--- src/hdl/rpn_pkg.sv ---
// Package for the RPN expression evaluator: character codes, operator codes,
// status codes, second-stage action codes and the stage control struct.
// No dependencies; used by rpn_alu and rpn_expression_evaluator_top.
package rpn_pkg;

   // Character codes of the expression stream.
   localparam logic [7:0] CH_END   = 8'd0;
   localparam logic [7:0] CH_STAR  = 8'd42;
   localparam logic [7:0] CH_PLUS  = 8'd43;
   localparam logic [7:0] CH_MINUS = 8'd45;
   localparam logic [7:0] CH_ZERO  = 8'd48;
   localparam logic [7:0] CH_NINE  = 8'd57;
   localparam logic [7:0] CH_EQ    = 8'd61;

   // Digit weight of the decimal accumulator.
   localparam logic [31:0] RADIX = 32'd10;

   // Operator codes of the arithmetic unit.
   localparam logic [1:0] OP_ADD = 2'd0;
   localparam logic [1:0] OP_MUL = 2'd1;
   localparam logic [1:0] OP_SUB = 2'd2;

   // Status codes reported with each result.
   localparam logic [1:0] ERR_NONE  = 2'd0;
   localparam logic [1:0] ERR_UNDER = 2'd1;
   localparam logic [1:0] ERR_OVER  = 2'd2;

   // Actions carried out by the second stage on the top-of-stack register.
   localparam logic [2:0] ACT_NONE    = 3'd0;
   localparam logic [2:0] ACT_PUSH    = 3'd1;
   localparam logic [2:0] ACT_PUSH_OP = 3'd2;
   localparam logic [2:0] ACT_OP      = 3'd3;
   localparam logic [2:0] ACT_END     = 3'd4;

   // Control handed from the decode stage to the execute stage.
   typedef struct packed {
      logic [2:0] act;     // action code
      logic [1:0] op;      // operator code
      logic       wen;     // spill the old top into the stack memory
      logic       fwd;     // second operand comes from the bypass register
      logic       pushed;  // end transaction pushed a pending number
      logic       empty;   // end transaction found an empty stack
      logic [1:0] status;  // status to report on an end transaction
   } stage_ctrl_type;

endpackage

--- src/hdl/rpn_alu.sv ---
// Arithmetic unit of the RPN evaluator: add, multiply, subtract modulo 2^32.
// Depends on rpn_pkg for the operator codes.
module rpn_alu (
   input  logic [1:0]  op,
   input  logic [31:0] lhs,
   input  logic [31:0] rhs,
   output logic [31:0] result
);

   logic [31:0] product;

   // Only the low word of the product is kept.
   assign product = lhs * rhs;

   // Operator select; subtraction is second operand minus top.
   always_comb begin
      case (op)
         rpn_pkg::OP_ADD: result = lhs + rhs;
         rpn_pkg::OP_MUL: result = product;
         rpn_pkg::OP_SUB: result = lhs - rhs;
         default:         result = lhs - rhs;
      endcase
   end

endmodule
--- config.mk ---
export PLATFORM = sky130hd
export DESIGN_NAME = rpn_alu
export DESIGN_NICKNAME = d
export VERILOG_FILES = /design/src/hdl/rpn_pkg.sv /design/src/hdl/rpn_alu.sv
export SDC_FILE = /design/constraint.sdc
export NUM_CORES = 1
export LEC_CHECK = 0
export BUFFER_PORTS_ARGS = -buffer_cell sky130_fd_sc_hd__buf_4
export CAP_MARGIN = 0
export CORE_MARGIN = 4
export CORE_UTILIZATION = 50
export DETAILED_ROUTE_END_ITERATION = 16
export PLACE_DENSITY = 0.67
export SLEW_MARGIN = 5
export SYNTH_ARGS = -nofsm -noshare
export SYNTH_HDL_FRONTEND = slang
export SYNTH_SLANG_ARGS = --single-unit
--- constraint.sdc ---
create_clock -name vclk -period 8.7
set_input_delay 0.435 -clock vclk [all_inputs]
set_output_delay 0.435 -clock vclk [all_outputs]
set_load 0.01 [all_outputs]
==> impl_metrics.ini <==
[run_status]
status = completed

[layout]
drive_gt1_share_pct = 5.991
fill_cells = 3438
regArea_sq_um = 0
final_common_cell = fa_1
fin_area_sq_um = 19120
diodes = 0
nFlopsAndLatches = 0
nClkBuffers = 0
fin_nets = 2735
mostFrequentLayoutCells = fa_1, inv_1, and2_1, nand2_1, ha_1
area_growth_pct = 4.916

[worst_hold_path]
hp-class = in2out
hold_path_depth = 6
min_from = op[1]
hold_end = result[0]

[synth]
syn_nets = 2741
yosysSeqAreaShare_pct = 0
synthesis.instances = 2111
syn_avg_cell_area_sq_um = 8.633
synth_cell_type_count = 63
yosys_warnings = 0
netlist_area_sq_um = 18220

[route]
via_count = 14200
drc = 0
drt_first_iter_violations = 1065
wl_per_cell_um = 20.75
via_per_inst = 5.538
ant_nets = 0
drt-pass1-iter-count = 7
drt_wl_total_um = 53200

[placed_design]
post_dp_cell_area_sq_um = 19120
port_buffers = 98
dp_hpwl_um = 40940
gp_congestion = 0.9382

[die]
io_pins = 98
die_h_um = 198.9
die_area_sq_um = 39570
die_x_um = 198.9
rows = 69
start_util_pct = 50.99
coreArea_sq_um = 35740

[worst_setup_path]
cpPeakStageDelay_ns = 0.52
end_kind = output port
worstPathMaxFanout = 28
cp_top_family = adder cells
critical_path_arrival_ns = 7.38
cp_common_cell = fa_1
critical_path_class = in2out
crit_required_ns = 8.27
slowest_stage = fa_1
path_buf_inv = 6
worstSetupStartpointType = primary input

[global_routing]
antenna_found_initial = 4
globalRouteOverflowTotal = 0
grt_pass1_vias = 15290
grt_use_total_pct = 28.00
grt_pass1_wl_um = 86040
grt_max_degree = 35

[sta]
fmax_mhz = 128.0
slew_headroom_pct = 41.53
tightestPinTransition_ns = 0.8738
tns_ns = 0
setup_viol = 0
rsz0062_at_grt = false
timing.final.hold_violations = 0
fin_crit_sh_pct = 89.81
min_period_ns = 7.814
final_max_slew_viol_count = 0

[clocking]
post_cts.repair.setup_buffers = 0
postCtsResizedCells = 0
cts_hold_buffers = 0

[flow_run]
drv_cap = 0
[layout make-up]
cell class         count  area (sq um)  area share [%]
inverters            390          1464           7.657
multi-input cells   1612         16320           85.36
repair buffers       101         758.2           3.966
well taps            461         576.8           3.017
[worst max path at each step]
| stage | cells after the start | slack [ns] | endpoint | from |
|---|---|---|---|---|
| 2_1_floorplan | 25 | 1.37 | result[29] | lhs[12] |
| 3_3_place_gp | 25 | 1.03 | result[27] | rhs[2] |
| 3_5_place_dp | 25 | 0.99 | result[29] | rhs[6] |
| 4_1_cts | 25 | 0.95 | result[29] | rhs[6] |
| 5_1_grt | 25 | 0.45 | result[29] | rhs[6] |
| 6_report | 25 | 0.89 | result[29] | rhs[6] |
[cell usage after synthesis, types with 3 or more instances]
cell / instances / area share (%)
fa_1: 409 / 45
inv_1: 390 / 8.0
and2_1: 312 / 11
nand2_1: 280 / 5.8
ha_1: 155 / 11
xnor2_1: 102 / 4.9
clkbuf_1: 101 / 2.1
a21oi_1: 65 / 1.8
o21ai_0: 46 / 1.3
nor2_1: 37 / 0.76
xor2_1: 37 / 1.8
a21o_1: 20 / 0.82
nand2b_1: 15 / 0.51
nand3_1: 13 / 0.36
nor3_1: 11 / 0.30
o31ai_1: 11 / 0.45
o211ai_1: 8 / 0.33
a211oi_1: 7 / 0.29
o21bai_1: 7 / 0.29
a31oi_1: 6 / 0.21
and3_1: 5 / 0.17
or2_2: 5 / 0.17
mux2i_1: 4 / 0.22
o21a_1: 4 / 0.16
o21ai_1: 4 / 0.11
buf_6: 3 / 0.19
nor2b_1: 3 / 0.10
nor4_1: 3 / 0.10
nor4b_1: 3 / 0.14
[tightest hold or removal path: cells and delay by family]
family                 cells  cell delay [ns]
buffers and inverters      3             0.48
AND/OR/NAND/NOR            3             0.20
[through the flow]
step           util, %  setup WS, ns  hold WS (ns)  instances
6_report         53.49        0.8863         1.550       2564
5_1_grt          53.49        0.4460         1.568       2564
4_1_cts          53.49        0.9493         1.542       2564
3_5_place_dp     53.49        0.9872         1.538       2564
3_3_place_gp     53.49         1.029         1.507       2564
2_1_floorplan        -         1.373         1.097       2111
[per-layer routing]
| metal | routed length (um) | vias to the layer above | GRT usage [%] |
|---|---|---|---|
| li1 | - | 6331 | - |
| met3 | 4772 | 98 | 4.556 |
| met5 | 0 | - | 0 |
| met4 | 1649 | 0 | 7.168 |
| met1 | 22310 | 7157 | 39.76 |
| met2 | 24470 | 613 | 45.19 |
[cell families (layout without fill, tap and decap cells)]
kind of cell             Yosys count  in the layout  share of synthesized area [%]
adder cells (fa/ha/maj)          564            564                          55.57
buffers and inverters            499            491                          10.46
XOR/XNOR                         139            139                          6.680
multiplexers                       4              4                         0.2197
AO/OA/AOI/OAI                    206            206                          7.388
AND/OR/NAND/NOR                  699            699                          19.68
Power is not shown: default switching activity piles up to over one toggle a cycle in this logic, so the estimate is an artifact.
